`src/hw/rtl/sem_pkg.sv`:
```
// Shared types and constants of the sobel edge magnitude block.
package sem_pkg;

   localparam int PIX_BITS  = 8;   // pixel and magnitude width
   localparam int COL_BITS  = 11;  // image_width register and column counter
   localparam int ROW_BITS  = 12;  // image_height register and row counter
   localparam int GRAD_BITS = 11;  // signed gx / gy, range +-1020
   localparam int SQ_BITS   = 20;  // one squared gradient, at most 1040400

   // configuration as seen by the datapath
   typedef struct packed {
      logic [COL_BITS-1:0] width;
      logic [ROW_BITS-1:0] height;
   } cfg_type;

   // gradient pair handed from the window to the magnitude pipeline
   typedef struct packed {
      logic                        valid;
      logic signed [GRAD_BITS-1:0] gx;
      logic signed [GRAD_BITS-1:0] gy;
      logic                        row_end;
      logic                        frame_end;
   } grad_type;

endpackage

```
`src/hw/rtl/sem_csr.sv`:
```
// Configuration registers image_width and image_height on an APB-style port.
module sem_csr import sem_pkg::*; (
   input  logic        clock,
   input  logic        reset,
   input  logic        psel,
   input  logic        penable,
   input  logic        pwrite,
   input  logic [2:0]  paddr,
   input  logic [31:0] pwdata,
   output logic [31:0] prdata,
   output logic        pready,
   output cfg_type     cfg
);

   localparam logic REG_WIDTH  = 1'b0;
   localparam logic REG_HEIGHT = 1'b1;

   localparam logic [COL_BITS-1:0] WIDTH_RESET  = COL_BITS'(481);
   localparam logic [ROW_BITS-1:0] HEIGHT_RESET = ROW_BITS'(321);

   logic                index;
   logic                wr_strobe;
   logic [COL_BITS-1:0] width_ff, width_in;
   logic [ROW_BITS-1:0] height_ff, height_in;

   // registers sit at byte addresses 0 and 4
   assign index     = paddr[2];
   assign wr_strobe = psel & penable & pwrite;
   assign pready    = 1'b1;

   // write decode
   always_comb begin
      width_in  = width_ff;
      height_in = height_ff;
      if (wr_strobe) begin
         unique case (index)
            REG_WIDTH:  width_in  = pwdata[COL_BITS-1:0];
            REG_HEIGHT: height_in = pwdata[ROW_BITS-1:0];
            default:    width_in  = width_ff;
         endcase
      end
   end

   always_ff @(posedge clock) begin
      if (reset) begin
         width_ff  <= WIDTH_RESET;
         height_ff <= HEIGHT_RESET;
      end else begin
         width_ff  <= width_in;
         height_ff <= height_in;
      end
   end

   // read mux
   always_comb begin
      unique case (index)
         REG_WIDTH:  prdata = {{(32-COL_BITS){1'b0}}, width_ff};
         REG_HEIGHT: prdata = {{(32-ROW_BITS){1'b0}}, height_ff};
         default:    prdata = '0;
      endcase
   end

   assign cfg.width  = width_ff;
   assign cfg.height = height_ff;

endmodule

```
`config.mk`:
```
export PLATFORM = sky130hd
export DESIGN_NAME = sem_csr
export DESIGN_NICKNAME = d
export VERILOG_FILES = /design/src/hw/rtl/sem_pkg.sv /design/src/hw/rtl/sem_csr.sv
export SDC_FILE = /design/constraint.sdc
export NUM_CORES = 1
export LEC_CHECK = 0
export ABC_AREA = 0
export BUFFER_PORTS_ARGS = -buffer_cell sky130_fd_sc_hd__buf_2
export CAP_MARGIN = 20
export CORE_MARGIN = 4
export CORE_UTILIZATION = 35
export CTS_CLUSTER_SIZE = 12
export DETAILED_ROUTE_END_ITERATION = 10
export GPL_TIMING_DRIVEN = 0
export PLACE_DENSITY = 0.72
export RECOVER_POWER = 100
export SLEW_MARGIN = 20
export SYNTH_ARGS = -nofsm -noshare
export SYNTH_HDL_FRONTEND = slang
export SYNTH_SLANG_ARGS = --single-unit
```
`constraint.sdc`:
```
create_clock -name clock -period 0.8 [get_ports clock]
set_clock_uncertainty 0.05 [all_clocks]
set_input_delay 0.08 -clock clock [delete_from_list [all_inputs] [get_ports clock]]
set_output_delay 0.08 -clock clock [all_outputs]
set_load 0.05 [all_outputs]
```
Word-level counts from Yosys, hierarchy flattened:

Index checks and enable logic that the tools add are counted.

* input bits: 40
* register bits: 23
* word-level logic and storage cells: 8

* multiplexer cells: 1
* bitwise logic cells: 3
* reductions and logical operators: 2

Operators with widths (number)
* 32-bit case mux with 2 select lines: 1
* 2-bit AND reduction: 2
* 1-bit bitwise AND: 2
* 1-bit NOT: 1

Logic depth before layout (Yosys ltp):

* depth in word-level cells: 3
* mapped depth: 4
* mapped depth without buffers: 2

Worst setup path before layout:

No wires, ideal clock.

* path kind: reg2out
* start: reg height_ff[11]
* end: out prdata[11]
* arrival time: 1.128 ns
* cell stages (with the launch flop): 2
* slack: -0.458 ns
* data required time: 0.670 ns
* path buffers: 0
* cells stage by stage: dfxtp_1 and2_1

* longest elaborated chain between the ends: 1

RTL lines
* from (decl): RTL line sem_csr.sv:24 `logic [ROW_BITS-1:0] height_ff, height_in;`
* from (signal assigned): RTL line sem_csr.sv:50 `height_ff <= height_in;`
* 32-bit case mux with 2 select lines: RTL line sem_csr.sv:56 `unique case (index)`
* to (decl): RTL line sem_csr.sv:10 `output logic [31:0] prdata,`

No other way between the ends. The select of a mux whose other input is x is not followed.

Final worst setup path:

* start: reg height_ff[2]
* end: out prdata[2]

The elaborated chain is that of the path after synthesis.

==> results.py <==
metrics = {
    "route": {
        "antenna_left": 0,
        "drc_errors": 0,
        "drt_iter0_markers": 9,
        "routedWlPerCell_um": 13.0,
        "wl_um": 3570,
        "dr.pass1.iters": 4,
        "vias_per_cell": 4.23,
        "vias": 1164,
    },
    "critical_path": {
        "startpoint_type": "register",
        "crit_slowest_cell": "dfxtp_4",
        "worst_ep_required_time_ns": 0.67,
        "end_kind": "primary output",
        "critPathArrivalTime_ns": 1.11,
        "critical_path.max_fanout": 3,
        "path_class": "reg2out",
        "crit_path_cell_trace": "mux2_4, buf_8",
        "rr_worst_depth": 4,
        "max_stage_delay_ns": 0.38,
        "crit_buf_inv": 1,
        "critPathTopFamily": "flip-flops",
        "cp.depth": 2,
    },
    "grt": {
        "track_usage": 0.152,
        "grt_max_degree": 14,
        "overflow": 0,
        "grt_pass1_vias": 1129,
        "grt_pass1_wl_um": 5260,
        "antenna_found_initial": 0,
    },
    "cts": {
        "ctsRootBufferMaster": "clkbuf_4",
        "numCtsBuffers": 3,
        "ctsHoldBuffers": 11,
        "cts_buffer_depth": 2,
        "h-tree-depth": 1,
        "clk_latency_ns": 0.31,
        "clk_pin_slew_ns": 0.13,
        "numClockSinks": 23,
        "cts_tree": "done",
    },
    "yosys": {
        "ys_seq_area_frac": 0.364,
        "synthTopCellsByArea": "dfxtp_1 36%, mux2i_1 18%, buf_4 13%, nand2b_1 12%, mux2_2 9.8%",
        "netlist_instances": 129,
        "yosys_warnings": 0,
        "avgSynthCellArea_um2": 9.81,
        "synth_top_area_cell": "dfxtp_1",
        "yosys_most_used_dff": "dfxtp_1",
        "async_reset_ff_frac": 0,
        "synth_top_cell_area_share": 0.364,
        "synth_cell_types": 15,
        "syn_area_um2": 1260,
        "synth_most_common_cell": "nand2b_1",
        "synth_edf_count": 0,
        "synth_common_cells": "24 x nand2b_1, 23 x dfxtp_1, 23 x mux2i_1, 22 x buf_4, 13 x nor2_1",
        "ys_ff_latch": 23,
    },
    "pwr": {
        "power.leakage_nw": 1.15,
        "pwr-share-seq": 0.437,
        "clockPowerShare": 0.212,
        "p_per_area_nw_per_um2": 1090,
        "switchingPower_w": 0.000941,
        "p_comb_frac": 0.351,
        "p_sw_frac": 0.360,
        "vdd_ir_drop_max_mv": 0.923,
        "internal_power_w": 0.00167,
    },
    "placement": {
        "numPortBuffers": 51,
        "hpwlAfterDp_um": 2350,
        "gp_congestion": 0.685,
        "dpl.cell_count": 245,
    },
    "floorplan": {
        "die_area_um2": 4640,
        "placementRows": 21,
        "die_x_um": 68.1,
        "start_util": 0.370,
        "fp.dieH_um": 68.1,
        "core_area_um2": 3420,
        "io_pins": 96,
    },
    "timing": {
        "rsz0062_at_grt": "true",
        "hold_viol_final": 2,
        "fmax_mhz": 806,
        "period_share": 1.55,
        "setup_ws_ns": -0.441,
        "fin_crit_ns": 1.24,
        "final_max_slew_viol_count": 0,
        "whs_ns": -0.0139,
        "setup_viol": 38,
    },
    "run_status": {
        "status": "finished, violations left",
        "violations": "hold timing, setup timing",
    },
    "cells_and_area": {
        "nets": 270,
        "areaGrowthSynthToFinish_pct": 90.2,
        "finalNonFillerCells": 275,
        "diodes": 0,
        "post-route-util": 0.704,
        "drive_above_1_share": 0.594,
    },
    "job": {
        "maxCapViolCount": 0,
    },
    "min_path": {
        "hold_path_class": "in2reg",
        "hold_depth": 3,
    },
}
## per-layer routing
metal / share of wire / wire length, um / global-route usage / up-vias
met2: 0.54 / 1930 / 0.279 / 48
met5: 0 / 0 / 0 / -
li1: - / - / - / 587
met1: 0.35 / 1260 / 0.169 / 523
met4: 0.013 / 46 / 0.0447 / 0
met3: 0.093 / 330 / 0.0427 / 6
## timing repair
| item | in CTS | in global routing |
|---|---|---|
| pin swaps | 1 | 0 |
| endpoints found under the hold margin | 21 | 1 |
| gates resized for setup | 86 | 34 |
| buffers inserted | 10 | 8 |
| setup endpoints to repair | 35 | 44 |
## logic make-up (layout without fill, tap and decap cells)
| group | Yosys count | in the layout | synth area share |
|---|---|---|---|
| AND/OR/NAND/NOR | 42 | 42 | 0.194 |
| flip-flops | 23 | 23 | 0.364 |
| buffers and inverters | 28 | 109 | 0.156 |
| multiplexers | 34 | 34 | 0.280 |
| other | 2 | 21 | 0.00594 |
## sequential cells by signal, summed over array words and instances, names as in the netlist
name	flops
height_ff	12
width_ff	11
## metrics by stage
step | hold WS, ns | area, um2 | TNS (ns) | total power, W | worst slack, ns
floorplan | 0.175 | 1470 | -0.888 | 0.00177 | -0.0799
global placement | 0.295 | 1780 | -9.73 | 0.00189 | -0.496
finish | -0.0139 | 2410 | -10.86 | 0.00261 | -0.441
global route | -0.00792 | 2410 | -12.14 | 0.00272 | -0.467
CTS | -0.00813 | 2270 | -10.28 | 0.00256 | -0.434
detailed placement | 0.295 | 1780 | -10.24 | 0.00189 | -0.499
## path summary, 6_finish.rpt
path                 start            end  slack, ns
min reg2reg  height_ff[10]  height_ff[10]       0.46
max reg2reg    width_ff[3]    width_ff[3]      -0.06
min              pwdata[8]   height_ff[8]      -0.01
max           height_ff[2]      prdata[2]      -0.44
## power groups by stage
| stage | Sequential (W) | Combinational, W | Clock [W] |
|---|---|---|---|
| 2_1_floorplan | 0.00125 | 0.000521 | 0 |
| 3_3_place_gp | 0.00116 | 0.000730 | 0 |
| 3_5_place_dp | 0.00116 | 0.000733 | 0 |
| 4_1_cts | 0.00113 | 0.000873 | 0.000554 |
| 5_1_grt | 0.00115 | 0.000964 | 0.000608 |
| 6_report | 0.00114 | 0.000919 | 0.000554 |
## layout by cell type, fill, tap and decap left out, drive strengths merged
master and instances:
dlygate4sd3 11, buf 89, nor2 13, clkinv 1
conb 21, nand2b 24, dfxtp 23, mux2 11
nand4 1, nand4b 1, and2 1, and4b 1
clkbuf 8, and4 1, mux2i 23
## worst min-delay path: cells and delay by family
family,cells,cell delay [ns]
buf+inv,1,0.08
mux,1,0.11
simple gates,1,0.05
## layout make-up
| class | instances | area, um2 |
|---|---|---|
| Fill cell | 266 | 1010 |
| Clock buffer | 3 | 22.5 |
| Sequential cell | 23 | 536 |
| Multi-Input combinational cell | 97 | 764 |
| Tap cell | 46 | 57.6 |
| Buffer | 28 | 203 |
| Clock inverter | 1 | 5.00 |
| Timing Repair Buffer | 77 | 818 |
Note: power is estimated with default switching activity, not from simulation.
