`config.mk`:
```
export PLATFORM = sky130hd
export DESIGN_NAME = sem_mag_flat
export DESIGN_NICKNAME = d
export VERILOG_FILES = /design/src/hw/rtl/sem_pkg.sv /design/src/hw/rtl/sem_rsp_if.sv /design/src/hw/rtl/sem_mag.sv /design/src/flat_wrapper.sv
export SDC_FILE = /design/constraint.sdc
export NUM_CORES = 1
export LEC_CHECK = 0
export BUFFER_PORTS_ARGS = -buffer_cell sky130_fd_sc_hd__buf_2
export CORE_MARGIN = 1.5
export CORE_UTILIZATION = 45
export DETAILED_ROUTE_END_ITERATION = 6
export SLEW_MARGIN = 30
export SYNTH_ARGS = -nofsm -noshare
export SYNTH_HDL_FRONTEND = slang
export SYNTH_SLANG_ARGS = --single-unit
```
`constraint.sdc`:
```
create_clock -name clock -period 7.9 [get_ports clock]
set_input_delay 0.395 -clock clock [delete_from_list [all_inputs] [get_ports clock]]
set_output_delay 0.395 -clock clock [all_outputs]
set_load 0.05 [all_outputs]
```
`src/hw/rtl/sem_pkg.sv`:
```
// Shared types and constants of the sobel edge magnitude block.
package sem_pkg;

   localparam int PIX_BITS  = 8;   // pixel and magnitude width
   localparam int COL_BITS  = 11;  // image_width register and column counter
   localparam int ROW_BITS  = 12;  // image_height register and row counter
   localparam int GRAD_BITS = 11;  // signed gx / gy, range +-1020
   localparam int SQ_BITS   = 20;  // one squared gradient, at most 1040400

   // configuration as seen by the datapath
   typedef struct packed {
      logic [COL_BITS-1:0] width;
      logic [ROW_BITS-1:0] height;
   } cfg_type;

   // gradient pair handed from the window to the magnitude pipeline
   typedef struct packed {
      logic                        valid;
      logic signed [GRAD_BITS-1:0] gx;
      logic signed [GRAD_BITS-1:0] gy;
      logic                        row_end;
      logic                        frame_end;
   } grad_type;

endpackage

```
`src/hw/rtl/sem_rsp_if.sv`:
```
// Result channel: valid / ready handshake carrying magnitude and end flags.
interface sem_rsp_if import sem_pkg::*; ();
   logic                valid;
   logic                ready;
   logic [PIX_BITS-1:0] magnitude;
   logic                row_end;
   logic                frame_end;

   modport source (output valid, output magnitude, output row_end, output frame_end,
                   input ready);
   modport sink   (input valid, input magnitude, input row_end, input frame_end,
                   output ready);
endinterface

```
`src/hw/rtl/sem_mag.sv`:
```
// Magnitude pipeline: squares, sum with saturation, two-stage integer square root.
module sem_mag import sem_pkg::*; (
   input  logic             clock,
   input  logic             reset,
   input  grad_type         grad,
   output logic             advance,
   sem_rsp_if.source        rsp
);

   localparam int ROOT_BITS = 2*PIX_BITS;

   typedef struct packed {
      logic               valid;
      logic               row_end;
      logic               frame_end;
      logic [SQ_BITS-1:0] sqx;
      logic [SQ_BITS-1:0] sqy;
   } sq_stage_type;

   typedef struct packed {
      logic [ROOT_BITS-1:0] rem;
      logic [ROOT_BITS-1:0] root;
   } root_type;

   typedef struct packed {
      logic     valid;
      logic     row_end;
      logic     frame_end;
      logic     sat;
      root_type st;
   } root_stage_type;

   typedef struct packed {
      logic                valid;
      logic [PIX_BITS-1:0] magnitude;
      logic                row_end;
      logic                frame_end;
   } out_type;

   // one restoring step of the digit-by-digit square root
   function automatic root_type root_step(root_type s, int shift);
      logic [ROOT_BITS-1:0] bitv;
      logic [ROOT_BITS:0]   trial;
      root_type             r;
      bitv  = {{(ROOT_BITS-1){1'b0}}, 1'b1} << shift;
      trial = {1'b0, s.root} + {1'b0, bitv};
      r     = s;
      if ({1'b0, s.rem} >= trial) begin
         r.rem  = s.rem - trial[ROOT_BITS-1:0];
         r.root = (s.root >> 1) + bitv;
      end else begin
         r.root = s.root >> 1;
      end
      return r;
   endfunction

   logic signed [2*GRAD_BITS-1:0] prod_x, prod_y;
   logic [SQ_BITS:0]  sum;
   sq_stage_type      s3_ff, s3_in;
   root_stage_type    s4_ff, s4_in;
   root_stage_type    s5_ff, s5_in;
   root_type          tail;
   out_type           out_ff, out_in;

   // whole pipeline moves unless a result is held at the output
   assign advance = !out_ff.valid || rsp.ready;

   // squares
   always_comb begin
      prod_x          = grad.gx * grad.gx;
      prod_y          = grad.gy * grad.gy;
      s3_in.valid     = grad.valid;
      s3_in.row_end   = grad.row_end;
      s3_in.frame_end = grad.frame_end;
      s3_in.sqx       = prod_x[SQ_BITS-1:0];
      s3_in.sqy       = prod_y[SQ_BITS-1:0];
   end

   // sum; anything from 65536 up saturates
   always_comb begin
      sum             = {1'b0, s3_ff.sqx} + {1'b0, s3_ff.sqy};
      s4_in.valid     = s3_ff.valid;
      s4_in.row_end   = s3_ff.row_end;
      s4_in.frame_end = s3_ff.frame_end;
      s4_in.sat       = |sum[SQ_BITS:ROOT_BITS];
      s4_in.st.rem    = sum[ROOT_BITS-1:0];
      s4_in.st.root   = '0;
   end

   // upper four root bits
   always_comb begin
      s5_in = s4_ff;
      for (int i = 0; i < 4; i++) begin
         s5_in.st = root_step(s5_in.st, ROOT_BITS - 2 - 2*i);
      end
   end

   // lower four root bits and output selection
   always_comb begin
      tail = s5_ff.st;
      for (int i = 0; i < 4; i++) begin
         tail = root_step(tail, ROOT_BITS/2 - 2 - 2*i);
      end
      out_in.valid     = s5_ff.valid;
      out_in.magnitude = s5_ff.sat ? {PIX_BITS{1'b1}} : tail.root[PIX_BITS-1:0];
      out_in.row_end   = s5_ff.row_end;
      out_in.frame_end = s5_ff.frame_end;
   end

   always_ff @(posedge clock) begin
      if (reset) begin
         s3_ff.valid  <= 1'b0;
         s4_ff.valid  <= 1'b0;
         s5_ff.valid  <= 1'b0;
         out_ff.valid <= 1'b0;
      end else if (advance) begin
         s3_ff  <= s3_in;
         s4_ff  <= s4_in;
         s5_ff  <= s5_in;
         out_ff <= out_in;
      end
   end

   assign rsp.valid     = out_ff.valid;
   assign rsp.magnitude = out_ff.magnitude;
   assign rsp.row_end   = out_ff.row_end;
   assign rsp.frame_end = out_ff.frame_end;

endmodule

```
`src/flat_wrapper.sv`:
```
// flat-port wrapper written by rule: the top's interface ports become plain ports
module sem_mag_flat import sem_pkg::*;
  (clock, reset, grad, advance, rsp_valid, rsp_magnitude, rsp_row_end, rsp_frame_end, rsp_ready);
  sem_rsp_if rsp_i ();
  input  logic clock;
  input  logic reset;
  input  grad_type grad;
  output logic advance;
  output wire logic [$bits(rsp_i.valid)-1:0] rsp_valid;
  output wire logic [$bits(rsp_i.magnitude)-1:0] rsp_magnitude;
  output wire logic [$bits(rsp_i.row_end)-1:0] rsp_row_end;
  output wire logic [$bits(rsp_i.frame_end)-1:0] rsp_frame_end;
  input wire logic [$bits(rsp_i.ready)-1:0] rsp_ready;
  assign rsp_valid = rsp_i.valid;
  assign rsp_magnitude = rsp_i.magnitude;
  assign rsp_row_end = rsp_i.row_end;
  assign rsp_frame_end = rsp_i.frame_end;
  assign rsp_i.ready = rsp_ready;
  sem_mag u_core (.clock(clock), .reset(reset), .grad(grad), .advance(advance), .rsp(rsp_i));
endmodule
```
# Word level (Yosys, flattened, before mapping)
# Cells that the tools add are included.
totals:
  reg_bits: 110
  latch_bits: 0
  ram_bits: 0
  mem_bits_ro: 0
  output_inout_bits: 12
  elab_cells: 73
  n_memories: 0
classes:
  add_sub_neg: 22
  n_mul: 2
  div: 0
  order_cmp: 8
  eq_ne: 0
  n_shift: 0
  n_mux: 15
  bitwise: 1
  n_reduce_logical: 4
ops:
  columns: ["op", "count"]
  rows:
  - ["16-bit two-way mux", 12]
  - ["16-bit by 17-bit >= comparator with 1-bit output", 7]
  - ["16-bit subtractor", 6]
  - ["11-bit by 11-bit multiplier with 20-bit output", 2]
  - ["15-bit two-way mux", 2]
  - ["20-bit by 20-bit adder with 21-bit output", 1]
  - ["16-bit by 1-bit adder with 17-bit output, second input constant", 1]
  - ["16-bit by 11-bit adder with 17-bit output, second input constant", 1]
  - ["16-bit by 3-bit adder with 17-bit output, second input constant", 1]
  - ["16-bit by 5-bit adder with 17-bit output, second input constant", 1]
  - ["16-bit by 7-bit adder with 17-bit output, second input constant", 1]
  - ["16-bit by 9-bit adder with 17-bit output, second input constant", 1]
  - ["15-bit by 11-bit adder with 16-bit output, second input constant", 1]
  - ["15-bit by 13-bit adder with 16-bit output, second input constant", 1]
  - ["15-bit by 3-bit adder with 16-bit output, second input constant", 1]
  - ["15-bit by 5-bit adder with 16-bit output, second input constant", 1]
  - ["15-bit by 7-bit adder with 16-bit output, second input constant", 1]
  - ["15-bit by 9-bit adder with 16-bit output, second input constant", 1]
  - ["16-bit by 15-bit >= comparator with 1-bit output, second input constant", 1]
  - ["16-bit by 15-bit subtractor with 16-bit output, second input constant", 1]
  - ["14-bit by 13-bit adder with 15-bit output, second input constant", 1]
  - ["8-bit by 1-bit adder with 8-bit output, second input constant", 1]
  - ["8-bit two-way mux", 1]
  - ["5-bit OR reduction", 1]
  - ["other kinds (4)", 4]

# Longest topological paths before layout
# Gate-level depths: netlist of the first run.
depth:
  word_depth: 12
  mapped_depth: 43

# Least setup slack after synthesis of the first run
# No wires, ideal clock.
synth_path:
  kind: "register to register"
  from: "register u_core.s5_ff[20] in the netlist's numbering"
  to: "register u_core.out_ff, in the netlist u_core.rsp.magnitude[0] (data pin)"
  setup_time_ns: 0.254
  arrival_ns: 7.910
  required_time_ns: 7.646
  path_slack_ns: -0.264
  stages_incl_launch_ff: 36
  n_path_buf: 3
  path_cell_list: "edfxtp_1 > inv_1 > ha_1 > or4b_4 > or3_4 > a21oi_4 > or2_1 > buf_4 > mux2_2 > ha_1 > inv_1 > nor3_1 > nand4_1 > nor4b_1 > a211oi_1 > nand3_1 > buf_2 > mux2_2 > ha_1 > and4_1 > and2_1 > and3_1 > a2111oi_2 > and2_1 > buf_6 > mux2_4 > ha_1 > nand4_1 > nor3_1 > o21a_1 > o21ai_0 > nand2b_1 > a2111oi_0 > nand3_1 > a21o_1 > a21o_1"
synth_between:
  elab_chain_len: 11
synth_rtl:
  columns: ["item", "line_no", "rtl"]
  rows:
  - ["start, declared", "sem_mag.sv:61", "root_stage_type s5_ff, s5_in;"]
  - ["start signal, assigned", "sem_mag.sv:119", "s5_ff <= s5_in;"]
  - ["16-bit by 17-bit >= comparator with 1-bit output", "sem_mag.sv:48", "if ({1'b0, s.rem} >= trial) begin"]
  - ["16-bit two-way mux", "sem_mag.sv:48", null]
  - ["16-bit by 5-bit adder with 17-bit output", "sem_mag.sv:46", "trial = {1'b0, s.root} + {1'b0, bitv};"]
  - ["16-bit by 17-bit >= comparator with 1-bit output", "sem_mag.sv:48", null]
  - ["16-bit two-way mux", "sem_mag.sv:48", null]
  - ["16-bit by 3-bit adder with 17-bit output", "sem_mag.sv:46", null]
  - ["16-bit by 17-bit >= comparator with 1-bit output", "sem_mag.sv:48", null]
  - ["16-bit two-way mux", "sem_mag.sv:48", null]
  - ["16-bit by 1-bit adder with 17-bit output", "sem_mag.sv:46", null]
  - ["16-bit by 17-bit >= comparator with 1-bit output", "sem_mag.sv:48", null]
  - ["8-bit two-way mux *", "sem_mag.sv:48", null]
  - ["end signal, assigned", "sem_mag.sv:120", "out_ff <= out_in;"]
  - ["end, declared", "sem_mag.sv:63", "out_type out_ff, out_in;"]
# Every way passes the cells marked *; elsewhere a longest branch is shown, timed or not.
# A chain may end at the register's enable or synchronous reset.

# Worst setup path in the final report of the first run
layout_path:
  from: "register u_core.s5_ff[21] in the netlist's numbering"
  to: "register u_core.out_ff, in the netlist u_core.rsp.magnitude[0] (data pin)"
# Same word-level chain as after synthesis.

==> metrics.md, run 1 <==
| Metric | Value |
|---|---|
| Worst skew pair latency | `between 0.3 and 0.4 ns` |
| Fin. max-slew vios | `0` |
| Syn Inst Count | `1353` |
| Inserted Clock Buffers | `9` |
| Placement Cell Area | `between 10000 and 15000 um2` |
| FMAX | `around 130 MHz` |
| CTS tree | `built` |
| Via/cell ratio | `between 5 and 6` |
| Share of cells above drive strength 1 | `about an eighth` |
| Setup Skew | `~0.017 ns` |
| Final core utilization | `50.8%` |
| Syn_nets | `between 1500 and 2000` |
| Met2 GRT Util | `around 36%` |
| Post-route DRC | `0` |
| # IOs | `40` |
| Met1 Usage GRT | `21.4%` |
| Die Area | `roughly 31000 um2` |
| Sink Count | `96` |
| CP endpoint kind | `register` |
| IO buf count | `39` |
| Met3 usage | `under 10%` |
| First-pass DRT Iterations | `6` |
| Synth Flop Type | `edfxtp_1` |
| Mean Syn Cell Area | `10.1 um2` |
| Cts hold-fix bufs | `0` |
| Gr busiest metal | `met2` |
| Critical-path maximum fanout | `5` |
| Initial core utilization | `46.0%` |
| CP peak stage delay | `between 0.4 and 0.5 ns` |
| Routed via count | `~9300` |
| Rows | `63` |
| Total track usage | `18.6%` |
| Slowest cell on crit path | `or4b_4` |
| Design area | `15100 um2` |
| DRT iter0 DRCs | `377` |
| Die width | `between 150 and 200 um` |
| Final hold vios | `0` |
| Area leader, netlist | `fa_1` |
| Final global-route overflow total | `0` |
| Mapped Area | `roughly 14000 um2` |
| Post-synth top area share | `between 20% and 30%` |
| Clk buf depth | `2` |
| RSZ-0062 raised after global routing | `false` |
| Routed len/inst | `14.8 um` |
| Largest net degree at the start of global routing | `77` |
| Fillers | `about 2800` |
| Final setup vio count | `0` |
| Vias in the first global route | `slightly above 10000` |
| Worst-path clk slew | `approximately 0.08 ns` |
| Worst min path class | `input pin to register` |
| Post-synth EDFFs | `between 90 and 100` |
| CP dominant cell by count | `ha_1` |
| Nets | `1783` |
| Largest cells by area after synthesis | `fa_1 28%, edfxtp_1 20%, ha_1 13%, inv_1 6.9%, xnor2_1 4.3%` |
| GP Congestion | `around 0.90` |
| Post-route ant nets | `0` |
| Die Span Y | `177 um` |
| Final period util | `~95%` |
| Async S/R FF share, synth | `0%` |
| Htree depth | `3` |
| Initial antenna violation count | `0` |
| Arr. time, crit path | `between 7 and 8 ns` |
| Core ar. | `a little under 30000 um2` |
| Yosys cell types | `80` |
| #FFs+latches synth | `96` |
| Worst setup SP type | `register` |
| Final min period | `~7.5 ns` |
| First-pass GRT wire length | `~47 mm` |
| Wirelength, routed | `about 27 mm` |
| Worst EP required | `around 8 ns` |
| Crit Path Category | `register to register` |
| Slew @ Worst Pin | `between 0.8 and 0.9 ns` |
| Layout area overhead | `10.5%` |
| Run status | `complete, no violations` |
| Worst slew margin | `between 40% and 50%` |
| YS warnings | `0` |
| Max cap viols | `0` |
| Dpl hpwl | `22.4 mm` |
| Clock root cell | `clkbuf_16` |
| Inserted Diodes | `0` |
| Post-synthesis sequential area ratio | `between 20% and 30%` |
metal layers:
| metal | vias to the layer above | routed length (um) |
|---|---|---|
| met2 | 88 | 15000 |
| met3 | 30 | 481 |
| met1 | 4631 | 11100 |
| met5 | - | 0 |
| li1 | 4557 | - |
| met4 | 0 | 423 |
cells by family after synthesis:
| family | Yosys count | share of synthesized area (%) |
|---|---|---|
| DFF | 96 | 20.8 |
| buffers and inverters | 286 | 7.97 |
| muxes | 25 | 2.09 |
| and+or+nand+nor | 359 | 14.2 |
| adders and majority gates | 331 | 40.7 |
| AOI/OAI and AO/OA | 171 | 8.82 |
| xor gates and xnor gates | 85 | 5.44 |
critical path, delay by kind of cell, from the launching register on:
family                     cells  cell delay [ns]
DFF                            1             0.41
AOI/OAI and AO/OA              9             1.65
and+or+nand+nor               16             3.07
adders and majority gates      4             1.02
muxes                          3             1.02
buffers and inverters          2             0.14
flip-flops by register name (all words and copies together) (netlist names):
register and count:
u_core.s4_ff 20, u_core.rsp.frame_end 1, u_core.s5_ff 21, u_core.rsp.magnitude 8
u_core.s3_ff 41, u_core.rsp.valid 1, u_core.out_in 3, u_core.rsp.row_end 1
worst paths after layout:
| check | start | to | slack, ns | cells after the start |
|---|---|---|---|---|
| worst min register to register | u_core.s4_ff[33] | u_core.out_in[0] | 0.42 | 0 |
| worst max register to register | u_core.s5_ff[21] | u_core.rsp.magnitude[0] | 0.38 | 34 |
| worst min-delay path | grad[1] | u_core.s3_ff[41] | 0.21 | 1 |
| worst max-delay path | u_core.s5_ff[21] | u_core.rsp.magnitude[0] | 0.38 | 34 |
final cells by class:
class	count	area (um2)	share of cell area, %
flip-flops and latches	96	2840	18.8
inverters	254	953	6.30
clock buffers	11	243	1.60
well taps	390	488	3.23
multi-input cells	971	9930	65.6
clock inverters	5	56.3	0.372
repair buffers	92	621	4.10
layout by cell type, fill, tap and decap left out, types with 11 or more instances in the layout:
cell and count:
nand2b_1 20, nor3_1 19, edfxtp_1 92, fa_1 191
and2_1 87, ha_1 138, a21oi_1 30, nor2b_1 23
mux2i_1 13, nand2_1 65, a21o_1 14, buf_4 50
xor2_1 17, o21ai_0 32, buf_2 39, xnor2_1 67
inv_1 248, nand3_1 15, nor2_1 65, o21a_1 11
Yosys cell counts, types with 4 or more instances:
cell	count
o31a_1	4
a21boi_0	8
nor4b_1	4
nand2_1	67
xor2_1	18
nand3_1	16
or4_1	4
edfxtp_1	92
nor3_1	21
ha_1	140
nor2_1	67
fa_1	191
and3_1	5
and2_1	88
a211oi_1	8
nor4_1	4
inv_1	251
mux2_2	8
nor2b_1	23
or3_1	5
nand4_1	6
o21bai_1	9
o21a_1	11
dfxtp_1	4
o21ba_2	4
a21o_1	14
a21oi_1	33
o21ai_0	36
or2_2	10
xnor2_1	67
a31oi_1	6
clkbuf_1	27
o41ai_1	5
mux2i_1	13
nand2b_1	20
nand4b_1	5
repair_timing:
action                                  4_1_cts  5_1_grt
endpoints found under the hold margin         0        0
resized for setup                             3       29
setup buffers                                 0        9
pin swaps                                     2       19
endpoints found under the setup margin        1        1
through the flow:
stage | hold slack, ns | TNS (ns) | setup slack (ns) | instances
3_3_place_gp | 0.403 | -0.0851 | -0.0851 | 1793
3_5_place_dp | 0.405 | -0.230 | -0.230 | 1793
6_report | 0.211 | 0 | 0.381 | 1819
4_1_cts | 0.205 | 0 | 0.0115 | 1809
2_1_floorplan | 0.400 | 0 | 0.0101 | 1353
5_1_grt | 0.209 | 0 | 0.0717 | 1819
Power of run 1 is not shown: default switching activity piles up to over one toggle a cycle in this logic, so the estimate is an artifact.
==> run 2, diff against run 1 <==
Settings changed: MAX_ROUTING_LAYER set to met4.
==> run 2 against run 1 <==
Net effect: clock-buffer cell count stayed put; non-clock buffer count is 5 higher; hold slack better by 0.0073 ns; critical endpoint unchanged; wire length grew 1.3%; cell area about the same; fmax grew 0.44%.
==> metrics.md, run 2 (synthesis results as in run 1) <==
| Metric | Value |
|---|---|
| First-pass GRT wire length | `~47 mm` |
| Max reg flops | `41` |
| Nets | `~1800` |
| Top delay family on crit path | `simple AND/OR/NAND/NOR gates` |
| FF/Latch Area | `approximately 2800 um2` |
| Slowest cell on crit path | `or4b_4` |
| Most common cell after layout, fill and taps aside | `inv_1` |
| Vias in the first global route | `approximately 10000` |
| Initial core utilization | `a little under half` |
| Worst hold start | `grad[0]` |
| Core ar. | `roughly 30000 um2` |
| Worst min path class | `input pin to register` |
| Max cap viols | `0` |
| Inserted Clock Buffers | `9` |
| Fillers | `roughly 2800` |
| CP Launch Point | `u_core.s5_ff[20]` |
| CP dominant cell by count | `ha_1` |
| IO buf count | `39` |
| Arr. time, crit path | `7.59 ns` |
| Worst-path clk slew | `~0.070 ns` |
| Worst setup SP type | `register` |
| Final setup vio count | `0` |
| Fin. max-slew vios | `0` |
| Most frequent cells in the layout | `248 x inv_1, 191 x fa_1, 138 x ha_1` |
| FMAX | `roughly 130 MHz` |
| GP Congestion | `between 0.8 and 0.9` |
| First-pass DRT Iterations | `4` |
| Die Span Y | `approximately 180 um` |
| Routed via count | `between 9000 and 10000` |
| CP peak stage delay | `about 0.48 ns` |
| Crit Path Category | `register to register` |
| Placement-stage worst setup slack | `-0.220 ns` |
| DRT iter0 DRCs | `between 300 and 400` |
| Wirelength, routed | `about 27 mm` |
| Reg2Reg Launch Point | `u_core.s5_ff[20]` |
| Final min period | `roughly 7.5 ns` |
| Worst skew pair latency | `about 0.35 ns` |
| Largest net degree at the start of global routing | `77` |
| Total track usage | `19.6%` |
| Dpl hpwl | `between 20 and 25 mm` |
| Clk buf depth | `2` |
| Htree depth | `3` |
| Sink Count | `96` |
| Routed len/inst | `between 10 and 15 um` |
| Top Registers | `u_core.s3_ff (41), u_core.s5_ff (21), u_core.s4_ff (20)` |
| Final hold vios | `0` |
| Worst slew margin | `49.4%` |
| Post-route ant nets | `0` |
| WHS | `~0.22 ns` |
| Most flops, register | `u_core.s3_ff` |
| # IOs | `40` |
| Multi-input gate area | `between 9000 and 10000 um2` |
| Inserted Diodes | `0` |
| Clock root cell | `clkbuf_16` |
| Placement Cell Area | `around 15000 um2` |
| Post-route DRC | `0` |
| Final period util | `between 90 and 100%` |
| Setup Skew | `about 0.0085 ns` |
| Buf+Inv Stages, Crit Path | `4` |
| CP endpoint kind | `register` |
| Setup TNS Final | `0 ns` |
| Initial antenna violation count | `0` |
| Critical-path maximum fanout | `6` |
| Die width | `177 um` |
| CTS tree | `built` |
| Worst EP required | `~8 ns` |
| Via/cell ratio | `between 5 and 6` |
| Run status | `complete, no violations` |
| Die Area | `approximately 31000 um2` |
| Design area | `around 15000 um2` |
| Share of cells above drive strength 1 | `12.6%` |
| Rows | `63` |
| Final worst slack | `0.414 ns` |
| Slew @ Worst Pin | `~0.75 ns` |
| Final global-route overflow total | `0` |
| Layout area overhead | `10.6%` |
## run 2: cell types whose count changed in the layout (fill, tap and decap cells not counted), sizes merged
cell / change
buf: +5
clkinv: -3
clkinvlp: +1
inv: +2
## run 2: layout make-up
class	count	area share, %
Inverter	254	6.30
Tap cell	390	3.22
Clock inverter	5	0.413
Multi-Input combinational cell	971	65.5
Clock buffer	11	1.60
Timing Repair Buffer	97	4.21
Sequential cell	96	18.8
## run 2: final timing paths
path,end,slack (ns),cells after the start
worst max-delay path,u_core.rsp.magnitude[0],0.41,35
worst min-delay path,u_core.s3_ff[40],0.22,1
worst max register to register,u_core.rsp.magnitude[0],0.41,35
worst min register to register,u_core.s4_ff[34],0.42,0
## run 2: timing repair
action	CTS	global route
setup endpoints to repair	1	1
pin swaps	1	13
hold buffers	0	0
setup buffers	0	3
resized for setup	4	24
## run 2: worst reg2reg max path: cells and delay by family (launching register included)
family,cells,cell delay [ns]
adder cells (fa/ha/maj),4,1.01
flip-flops,1,0.41
AND/OR/NAND/NOR,15,2.62
buffers and inverters,4,0.50
multiplexers,2,0.52
AO/OA/AOI/OAI,10,2.20
## run 2: metrics by stage
stage	utilization [%]	instances
finish	50.8	1824
global route	50.8	1824
CTS	50.4	1821
detailed placement	49.3	1805
global placement	49.3	1805
floorplan	-	1353
## run 2: per-layer routing
metal | global-route usage, % | routed length, um | up-vias
met2 | 37.0 | 15300 | 96
met1 | 22.2 | 11200 | 4607
met5 | - | 0 | -
met3 | 2.12 | 469 | 26
li1 | - | - | 4569
met4 | 3.96 | 365 | 0
Power of run 2 is left out for the same reason.
